`src/rtl/spq_pkg.sv`:
```
package spq_pkg;

   // Queue geometry
   localparam int DEPTH   = 16;
   localparam int CNT_W   = $clog2(DEPTH + 1);
   localparam int VAL_W   = 32;
   localparam int PRIO_W  = 16;
   localparam int TOTAL_W = 5;
   localparam int FAULT_W = 2;

   // Command codes
   localparam logic CMD_PUSH = 1'b0;
   localparam logic CMD_POP  = 1'b1;

   // Fault codes
   localparam logic [FAULT_W-1:0] FAULT_OK        = 2'd0;
   localparam logic [FAULT_W-1:0] FAULT_UNDERFLOW = 2'd1;
   localparam logic [FAULT_W-1:0] FAULT_OVERFLOW  = 2'd2;

   // Controller states, one-hot
   typedef enum logic [2:0] {
      ST_IDLE = 3'b001,
      ST_EXEC = 3'b010,
      ST_DONE = 3'b100
   } state_type;

   // Commands from controller to datapath
   typedef struct packed {
      logic load;   // capture the request fields
      logic exec;   // apply the captured operation and register the result
   } ctrl_cmd_type;

endpackage

```
`src/rtl/spq_ctrl.sv`:
```
module spq_ctrl
   import spq_pkg::*;
(
   input  logic         clock,
   input  logic         reset,
   input  logic         start,
   output logic         busy,
   output logic         rsp_strobe,
   output ctrl_cmd_type cmd
);

   state_type state_ff;
   state_type state_in;

   assign busy       = (state_ff == ST_EXEC);
   assign rsp_strobe = (state_ff == ST_DONE);
   assign cmd.load   = start && !busy;
   assign cmd.exec   = (state_ff == ST_EXEC);

   always_comb begin
      state_in = state_ff;
      case (state_ff)
         ST_IDLE: begin
            if (start) state_in = ST_EXEC;
         end
         ST_EXEC: begin
            state_in = ST_DONE;
         end
         ST_DONE: begin
            state_in = start ? ST_EXEC : ST_IDLE;
         end
         default: begin
            state_in = ST_IDLE;
         end
      endcase
   end

   always_ff @(posedge clock) begin
      if (reset) begin
         state_ff <= ST_IDLE;
      end else begin
         state_ff <= state_in;
      end
   end

   // Busy lasts exactly one cycle per transfer
   a_busy_single: assert property (@(posedge clock) disable iff (reset)
      busy |=> !busy)
      else $error("busy held for more than one cycle");

   // A result strobe always follows an execute cycle
   a_strobe_after_exec: assert property (@(posedge clock) disable iff (reset)
      rsp_strobe |-> $past(cmd.exec))
      else $error("result strobe without preceding execute");

   // An accepted request is executed in the next cycle
   a_load_then_exec: assert property (@(posedge clock) disable iff (reset)
      cmd.load |=> cmd.exec)
      else $error("accepted request not executed");

endmodule

```
`src/rtl/spq_datapath.sv`:
```
module spq_datapath
   import spq_pkg::*;
(
   input  logic                      clock,
   input  logic                      reset,
   input  ctrl_cmd_type              cmd,
   input  logic                      req_command,
   input  logic signed [VAL_W-1:0]   req_item_value,
   input  logic        [PRIO_W-1:0]  req_item_priority,
   output logic signed [VAL_W-1:0]   rsp_removed_value,
   output logic signed [VAL_W-1:0]   rsp_front_value,
   output logic                      rsp_queue_empty,
   output logic        [TOTAL_W-1:0] rsp_entry_total,
   output logic        [FAULT_W-1:0] rsp_fault_code
);

   // Captured request
   logic                     command_ff;
   logic signed [VAL_W-1:0]  value_ff;
   logic        [PRIO_W-1:0] prio_ff;

   // Sorted slot chain
   logic signed [VAL_W-1:0]  slot_val_ff  [DEPTH];
   logic signed [VAL_W-1:0]  slot_val_in  [DEPTH];
   logic        [PRIO_W-1:0] slot_prio_ff [DEPTH];
   logic        [PRIO_W-1:0] slot_prio_in [DEPTH];
   logic        [CNT_W-1:0]  count_ff;
   logic        [CNT_W-1:0]  count_in;

   // Result registers
   logic signed [VAL_W-1:0]   removed_ff;
   logic signed [VAL_W-1:0]   removed_in;
   logic signed [VAL_W-1:0]   front_ff;
   logic signed [VAL_W-1:0]   front_in;
   logic                      empty_ff;
   logic        [TOTAL_W-1:0] total_ff;
   logic        [FAULT_W-1:0] fault_ff;
   logic        [FAULT_W-1:0] fault_in;

   logic [DEPTH-1:0] keep;

   // Per-slot stay decision; the head also stays on a tie
   always_comb begin
      for (int i = 0; i < DEPTH; i++) begin
         if (i == 0) begin
            keep[i] = (count_ff > CNT_W'(i)) && (slot_prio_ff[i] <= prio_ff);
         end else begin
            keep[i] = (count_ff > CNT_W'(i)) && (slot_prio_ff[i] < prio_ff);
         end
      end
   end

   always_comb begin
      for (int i = 0; i < DEPTH; i++) begin
         slot_val_in[i]  = slot_val_ff[i];
         slot_prio_in[i] = slot_prio_ff[i];
      end
      count_in   = count_ff;
      removed_in = '0;
      fault_in   = FAULT_OK;

      if (command_ff == CMD_PUSH) begin
         if (count_ff >= CNT_W'(DEPTH)) begin
            fault_in = FAULT_OVERFLOW;
         end else begin
            // Insert at the first slot that does not stay; shift the rest up
            for (int i = 0; i < DEPTH; i++) begin
               if (!keep[i]) begin
                  if (i == 0) begin
                     slot_val_in[i]  = value_ff;
                     slot_prio_in[i] = prio_ff;
                  end else if (keep[i-1]) begin
                     slot_val_in[i]  = value_ff;
                     slot_prio_in[i] = prio_ff;
                  end else begin
                     slot_val_in[i]  = slot_val_ff[i-1];
                     slot_prio_in[i] = slot_prio_ff[i-1];
                  end
               end
            end
            count_in = count_ff + CNT_W'(1);
         end
      end else begin
         if (count_ff == '0) begin
            fault_in = FAULT_UNDERFLOW;
         end else begin
            // Drop the head and advance the chain
            removed_in = slot_val_ff[0];
            for (int i = 0; i < DEPTH - 1; i++) begin
               slot_val_in[i]  = slot_val_ff[i+1];
               slot_prio_in[i] = slot_prio_ff[i+1];
            end
            count_in = count_ff - CNT_W'(1);
         end
      end

      front_in = (count_in != '0) ? slot_val_in[0] : '0;
   end

   always_ff @(posedge clock) begin
      if (reset) begin
         count_ff <= '0;
      end else if (cmd.exec) begin
         count_ff <= count_in;
      end
   end

   always_ff @(posedge clock) begin
      if (cmd.load) begin
         command_ff <= req_command;
         value_ff   <= req_item_value;
         prio_ff    <= req_item_priority;
      end
      if (cmd.exec) begin
         for (int i = 0; i < DEPTH; i++) begin
            slot_val_ff[i]  <= slot_val_in[i];
            slot_prio_ff[i] <= slot_prio_in[i];
         end
         removed_ff <= removed_in;
         front_ff   <= front_in;
         empty_ff   <= (count_in == '0);
         total_ff   <= TOTAL_W'(count_in);
         fault_ff   <= fault_in;
      end
   end

   assign rsp_removed_value = removed_ff;
   assign rsp_front_value   = front_ff;
   assign rsp_queue_empty   = empty_ff;
   assign rsp_entry_total   = total_ff;
   assign rsp_fault_code    = fault_ff;

   a_count_bound: assert property (@(posedge clock) disable iff (reset)
      count_ff <= CNT_W'(DEPTH))
      else $error("occupancy exceeds depth");

   a_head_order: assert property (@(posedge clock) disable iff (reset)
      (count_ff >= CNT_W'(2)) |-> (slot_prio_ff[0] <= slot_prio_ff[1]))
      else $error("head priority out of order");

   a_underflow: assert property (@(posedge clock) disable iff (reset)
      (cmd.exec && command_ff == CMD_POP && count_ff == '0)
      |=> (rsp_fault_code == FAULT_UNDERFLOW) && (count_ff == '0))
      else $error("pop on empty queue not flagged");

   a_push_grows: assert property (@(posedge clock) disable iff (reset)
      (cmd.exec && command_ff == CMD_PUSH && count_ff < CNT_W'(DEPTH))
      |=> count_ff == $past(count_ff) + CNT_W'(1))
      else $error("push did not grow occupancy");

endmodule

```
`src/rtl/sorted_priority_queue.sv`:
```
// Channel   Ports                                   Transfer
// request   start, busy, req_command,               start high and busy low at a rising edge
//           req_item_value, req_item_priority
// result    rsp_strobe, rsp_removed_value,          one cycle with rsp_strobe high
//           rsp_front_value, rsp_queue_empty,
//           rsp_entry_total, rsp_fault_code
//
// An accepted request executes in the next cycle, when all DEPTH slots compare
// against the new priority at once and the slot chain shifts in one step.
// The result strobes in the cycle after that; a new request may be accepted in
// the strobe cycle, but never while busy is high during the execute cycle.
// Synchronous reset empties the queue; slot contents are left as they are.
// The receiver cannot stall: each result is shown for exactly one cycle.
module sorted_priority_queue
   import spq_pkg::*;
(
   input  logic                      clock,
   input  logic                      reset,
   input  logic                      start,
   output logic                      busy,
   input  logic                      req_command,
   input  logic signed [VAL_W-1:0]   req_item_value,
   input  logic        [PRIO_W-1:0]  req_item_priority,
   output logic                      rsp_strobe,
   output logic signed [VAL_W-1:0]   rsp_removed_value,
   output logic signed [VAL_W-1:0]   rsp_front_value,
   output logic                      rsp_queue_empty,
   output logic        [TOTAL_W-1:0] rsp_entry_total,
   output logic        [FAULT_W-1:0] rsp_fault_code
);

   ctrl_cmd_type cmd;

   // Sequence each transfer: capture, execute, strobe
   spq_ctrl u_ctrl (
      .clock      (clock),
      .reset      (reset),
      .start      (start),
      .busy       (busy),
      .rsp_strobe (rsp_strobe),
      .cmd        (cmd)
   );

   // Hold the sorted slots and build the result word
   spq_datapath u_datapath (
      .clock             (clock),
      .reset             (reset),
      .cmd               (cmd),
      .req_command       (req_command),
      .req_item_value    (req_item_value),
      .req_item_priority (req_item_priority),
      .rsp_removed_value (rsp_removed_value),
      .rsp_front_value   (rsp_front_value),
      .rsp_queue_empty   (rsp_queue_empty),
      .rsp_entry_total   (rsp_entry_total),
      .rsp_fault_code    (rsp_fault_code)
   );

endmodule
```
`config.mk`:
```
export PLATFORM = sky130hd
export DESIGN_NAME = sorted_priority_queue
export DESIGN_NICKNAME = d
export VERILOG_FILES = /design/src/rtl/spq_pkg.sv /design/src/rtl/spq_ctrl.sv /design/src/rtl/spq_datapath.sv /design/src/rtl/sorted_priority_queue.sv
export SDC_FILE = /design/constraint.sdc
export NUM_CORES = 2
export LEC_CHECK = 0
export BUFFER_PORTS_ARGS = -buffer_cell sky130_fd_sc_hd__buf_2
export CELL_PAD_IN_SITES_DETAIL_PLACEMENT = 1
export CELL_PAD_IN_SITES_GLOBAL_PLACEMENT = 1
export CORE_MARGIN = 3
export CORE_UTILIZATION = 40
export CTS_CLUSTER_DIAMETER = 60
export DETAILED_ROUTE_END_ITERATION = 10
export GPL_ROUTABILITY_DRIVEN = 0
export PLACE_DENSITY_LB_ADDON = 0.1
export REMOVE_ABC_BUFFERS = 1
export SLEW_MARGIN = 5
export SYNTH_ARGS = -nofsm -noshare
export SYNTH_HDL_FRONTEND = slang
export SYNTH_HIERARCHICAL = 1
export SYNTH_SLANG_ARGS = --single-unit
```
`constraint.sdc`:
```
create_clock -name clock -period 12.1 [get_ports clock]
set_input_delay 0.605 -clock clock [delete_from_list [all_inputs] [get_ports clock]]
set_output_delay 0.605 -clock clock [all_outputs]
set_load 0.005 [all_outputs]
```
# [After elaboration in Yosys (flattened, before gate mapping)]
# Memory sizes are Yosys's and may differ from the RTL's.
# Index checks and enable logic that the tools add are counted.
[classes] bitwise_logic=1 n_addsub=2 n_reduce_logical=22 n_mux=81 n_lt_le_gt_ge=33 n_eq_ne=4
[ops] cell="$mux 32" n=32
[ops] cell="$mux 480" n=2
[ops] cell="$mux 16" n=32
[ops] cell="$mux 512" n=1
[ops] cell="$mux 240" n=2
[ops] cell="$mux 256" n=1
[ops] cell="$lt 16x16->1" n=15
[ops] cell="$gt 5x4->1 const B" n=8
[ops] cell="$gt 5x3->1 const B" n=4
[ops] cell="$logic_and 1x1->1" n=17
[ops] cell="$le 16x16->1" n=1
[ops] cell="$mux 5" n=3
[ops] cell="$gt 5x1->1 const B" n=2
[ops] cell="$gt 5x2->1 const B" n=2
[ops] cell="$logic_not 5->1" n=2
[ops] cell="$pmux 3 s3" n=1
[ops] cell="$mux 2" n=3
[ops] cell="$add 5x1->5 const B" n=1
[ops] cell="$ge 5x5->1 const B" n=1
[ops] cell="$reduce_bool 5->1" n=1
[ops] cell="$sub 5x1->5 const B" n=1
[ops] cell="$eq 3x1->1 const B" n=1
[ops] cell="$eq 3x2->1 const B" n=1
[ops] cell="$eq 3x3->1 const B" n=1
[ops] cell="6 further kinds" n=8
[totals] ff_bits=129 out_inout_bits=74 memories=2 inputBits=52 ram_bits=768
[memory_table] memory="u_datapath.slot_val_ff" depth=16 word_bits=32 read_ports=16 rd_clocked_by_memory_dff=0 write_ports=16 line="spq_datapath.sv:23" text="logic signed [VAL_W-1:0] slot_val_ff [DEPTH];"
[memory_table] memory="u_datapath.slot_prio_ff" depth=16 word_bits=16 read_ports=16 rd_clocked_by_memory_dff=0 write_ports=16 line="spq_datapath.sv:25" text="logic [PRIO_W-1:0] slot_prio_ff [DEPTH];"

# [Longest topological paths before layout]
# An unclocked memory read counts as a cell.
[depth] depth_word=7 ltp_mapped=13

# [Modules after synthesis]
# The synthesis kept the hierarchy.
[by_module_without_submodules] mod="spq_datapath" cells_per_inst=4518 area_each_um2=49055.8 n_inst=1 seq_area_each_um2=26795.7
[by_module_without_submodules] mod="spq_ctrl" cells_per_inst=13 area_each_um2=148.9 n_inst=1 seq_area_each_um2=60.1

# [Worst setup path after synthesis]
# No wires, ideal clock.
[synth_timing] path_type="reg-to-reg" start="reg u_datapath/prio_ff[2] (netlist name)" end="mem u_datapath.slot_prio_ff[13][0] (netlist: u_datapath/slot_prio_ff[1][80]) (enable)" stages_incl_launch_ff=12 arrival_time_ps=4671 period_less_slack_ps=5141 setup_slack_ps=6959 required_ps=11631 path_buffers=3 path_cell_list="edfxtp_1 clkbuf_1 inv_1 ha_1 a211o_1 a31oi_1 or3_1 o2111ai_1 a41oi_2 buf_4 buf_6 a21oi_1"
[synth_rtl] element="end: declaration" line="spq_datapath.sv:25"

==> key figures <==
Synthesis
  – Top FF cell, synth: edfxtp_1
  – Sequential cell area fraction in the yosys report: 54.58%
  – Yosys warnings: 6
  – Number of synthesized flops with an enable pin: 889
  – Mapped Area: 49200 µm²
  – Avg Cell Area, Syn: 10.86 µm²
  – Cells after Synth: 4531
  – Synth cell types: 70
  – Yosys reg bits: 897
  – Ys async rst share: 0%

Routing
  – Via count: 38560
  – Met2 WL: 81.96 mm
  – Pre-antenna DRT Iters: 5
  – DRC viols: 0
  – ANT nets after route: 0
  – Met3 wire len: 10.09 mm
  – WL per Instance: 28.87 µm
  – Uppermost routed layer: met4
  – WL met1: 83.72 mm
  – Final WL: 180.0 mm
  – DRT iter0 DRCs: 3573
  – Vias/cell: 6.186

Final layout
  – Filler instances: 13060
  – # nets final: 4803
  – Layout cells sized above 1: 11.22%
  – Commonest cells after routing, fill and taps aside: edfxtp_1 (889), nand2_1 (854), nand3_1 (481)
  – Ant. Diodes: 0
  – Most common cell after layout, fill and taps aside: edfxtp_1
  – Area occupied by registers: 26860 µm²
  – Area of the multi-input gates: 20780 µm²
  – Area grow syn2layout: 12.32%
  – Finished Core Util: 45.34%

Global routing
  – Initial antenna violation count: 5
  – GR Overflow Total: 0
  – Number of global-route vias before repair: 39380
  – Gr usage total: 27.83%
  – Largest net degree at the start of global routing: 160
  – First-pass GRT wire length: 266.2 mm

STA
  – Final Critical Period: 5.223 ns
  – Setup ws final: 6.877 ns
  – Worst-Margin Slew: 1.433 ns
  – Fmax: 0.1915 GHz
  – Max-slew violations: 0
  – RSZ-0062 raised after global routing: no
  – Slew Limit Headroom: 4.260%
  – Setup TNS: 0 ns
  – Final hold viol count: 0
  – Period utilization: 43.16%
  – Final setup vio count: 0
  – Skew final: 0.04062 ns

Pwr
  – Overall Power: 7734 µW
  – Peak VDD IR: 0.1111 mV
  – Cell Pwr Density: 140.0 nW/µm²
  – Leakage: 0.01865 µW

Floorplan
  – DIE AREA: 127300 µm²
  – Core Rows: 128
  – Die W: 356.7 µm
  – # IOs: 126
  – Die height: 356.7 µm
  – Starting density of the core: 40.37%
  – Core area: 121900 µm²

Clock network
  – Clk sinks: 897
  – Clk slew on worst S/H paths: 0.06 ns
  – H-tree depth: 3
  – CTS tree: yes
  – CTS Buf Count: 116
  – Maximum root-to-sink buffer count: 3
  – CTS Root Cell: clkbuf_16
  – Worst-skew pair later-pin latency: 0.75 ns

Worst hold path
  – Worst hold start: req_item_priority[14]
  – Hold Crit Class: in -> reg
  – WHS Endpoint: u_datapath/prio_ff[14]$_DFFE_PP_
  – Worst Hold Path Cells: 1

Critical path
  – Crit path cell chain: inv_1 > ha_1 > nand2_1 > nor3_1 > o21ai_1 > o211ai_1 > buf_4 > o21a_4 > buf_4
  – Crit path kind: reg -> reg
  – Worst Path Arrival: 5.59 ns
  – Reg2Reg Setup Slack: 6.88 ns
  – Worst r2r path cells: 9
  – Worst Setup SP: u_datapath/prio_ff[15]$_DFFE_PP_
  – Reg2reg end: u_datapath/slot_val_ff[1][213]$_DFFE_PP_
  – Reg2reg start: u_datapath/prio_ff[15]$_DFFE_PP_
  – Type of element capturing the critical path: flip-flop
  – Worst Setup Start Kind: flip-flop
  – Delay-heaviest family, CP: buffers and inverters
  – Slowest cell delay on critical path: 0.70 ns
  – Number of cells on the critical path: 9
  – Most Frequent Cell on Critical Path: buf_4
  – Slowest stage cell, crit path: buf_4
  – Max Fanout on Critical Path: 32
  – Worst EP required: 12.47 ns
  – CP bufs+invs: 3

Placement
  – Port bufs: 125
  – Placement Setup Slack: 6.896 ns
  – DP HPWL: 106.0 mm

Status
  – Outcome: finished, final reports clean

Run
  – Number of max-cap violations: 0
[layout make-up]
type                            instances  area share [%]
Sequential cell                       897           48.60
Multi-Input combinational cell       3218           37.60
Timing Repair Buffer                  243           2.948
Clock buffer                          137           5.434
Inverter                               29          0.1970
Tap cell                             1625           3.679
Clock inverter                         84           1.546
[worst register-to-register path: cells and delay by family (launching register included)]
kind / cells / cell delay, ns
AOI/OAI and AO/OA: 3 / 0.81
and+or+nand+nor: 2 / 0.92
DFF: 1 / 0.67
buffers and inverters: 3 / 1.93
adders and majority gates: 1 / 0.48
[state kept, by name (all words and copies together), names as in the netlist]
signal and cells:
u_datapath/rsp_fault_code 2, u_ctrl/state_ff 3, u_datapath/slot_val_ff 512, u_datapath/value_ff 32, u_datapath/rsp_removed_value 32, u_datapath/command_ff 1, u_datapath/count_ff 5, u_datapath/rsp_entry_total 5
u_datapath/rsp_queue_empty 1, u_datapath/slot_prio_ff 256, u_datapath/prio_ff 16, u_datapath/rsp_front_value 32
[per-layer routing]
metal,GRT usage (%),vias up
li1,-,17040
met1,40.70,20060
met2,43.78,1229
met3,3.175,239
met4,7.632,0
met5,0,-
[worst max path at each step]
stage	slack [ns]	end
after global placement	6.73	u_datapath/slot_val_ff[1][226]$_DFFE_PP_
after CTS	6.92	u_datapath/slot_val_ff[1][202]$_DFFE_PP_
after floorplan	-14.48	u_datapath/rsp_front_value[31]$_SDFFCE_PP0P_
after global routing	6.73	u_datapath/slot_val_ff[1][220]$_DFFE_PP_
after detailed placement	6.90	u_datapath/slot_val_ff[1][210]$_DFFE_PP_
final	6.88	u_datapath/slot_val_ff[1][213]$_DFFE_PP_
[timing repair]
item,in CTS,in global routing
hold buffers,33,0
setup buffers,0,0
resized for setup,0,0
endpoints found under the setup margin,0,0
hold endpoints to repair,33,0
[power by group]
| part | leakage, µW | total [µW] | internal [µW] | switching [µW] |
|---|---|---|---|---|
| Sequential | 0.00821 | 3530 | 3480 | 54.3 |
| Clock | 0.00185 | 3520 | 2060 | 1470 |
| Combinational | 0.00859 | 679 | 207 | 472 |
| Total | 0.0187 | 7730 | 5740 | 1990 |
[synthesized netlist by cell type, types with 12 or more instances]
| library cell | count | share of area (%) |
|---|---|---|
| nand3_1 | 481 | 4.9 |
| a211oi_1 | 16 | 0.24 |
| a31oi_1 | 36 | 0.46 |
| o21ai_0 | 267 | 2.7 |
| nand2_1 | 857 | 6.5 |
| and3_1 | 35 | 0.44 |
| o21a_1 | 12 | 0.18 |
| nor2_1 | 120 | 0.92 |
| buf_2 | 58 | 0.59 |
| clkbuf_1 | 266 | 2.0 |
| o21ai_1 | 53 | 0.54 |
| a211oi_2 | 31 | 0.79 |
| inv_1 | 29 | 0.22 |
| nor2b_1 | 67 | 0.85 |
| mux2i_1 | 274 | 5.6 |
| nor3_1 | 14 | 0.14 |
| edfxtp_1 | 889 | 54 |
| mux2_2 | 48 | 1.1 |
| o41ai_1 | 31 | 0.55 |
| a21oi_1 | 77 | 0.78 |
| buf_4 | 16 | 0.24 |
| buf_1 | 21 | 0.16 |
| buf_6 | 25 | 0.57 |
| ha_1 | 246 | 6.3 |
| a21o_1 | 19 | 0.29 |
| nand4_1 | 22 | 0.28 |
| o211ai_1 | 372 | 5.7 |
| or3_1 | 35 | 0.44 |
[through the flow]
stage                     instances  hold slack (ns)  area (µm²)
after global placement         5978           0.4995       51070
after CTS                      6233         0.004264       55260
after detailed placement       5979           0.5115       51080
after floorplan                4144           0.4963       47430
after global routing           6233          0.03691       55260
final                          6233          0.05851       55260
[cell families (layout without fill, tap and decap cells)]
family                     count (synthesis)  after routing  share of synthesized area (%)
AOI/OAI and AO/OA                        969            969                          13.33
adders and majority gates                246            246                          6.255
xor gates and xnor gates                   3              3                        0.05341
buffers and inverters                    416            493                          3.827
muxes                                    322            322                          6.672
DFF                                      897            897                          54.58
and+or+nand+nor                         1678           1678                          15.28
Note: power is estimated with default switching activity, not from simulation.
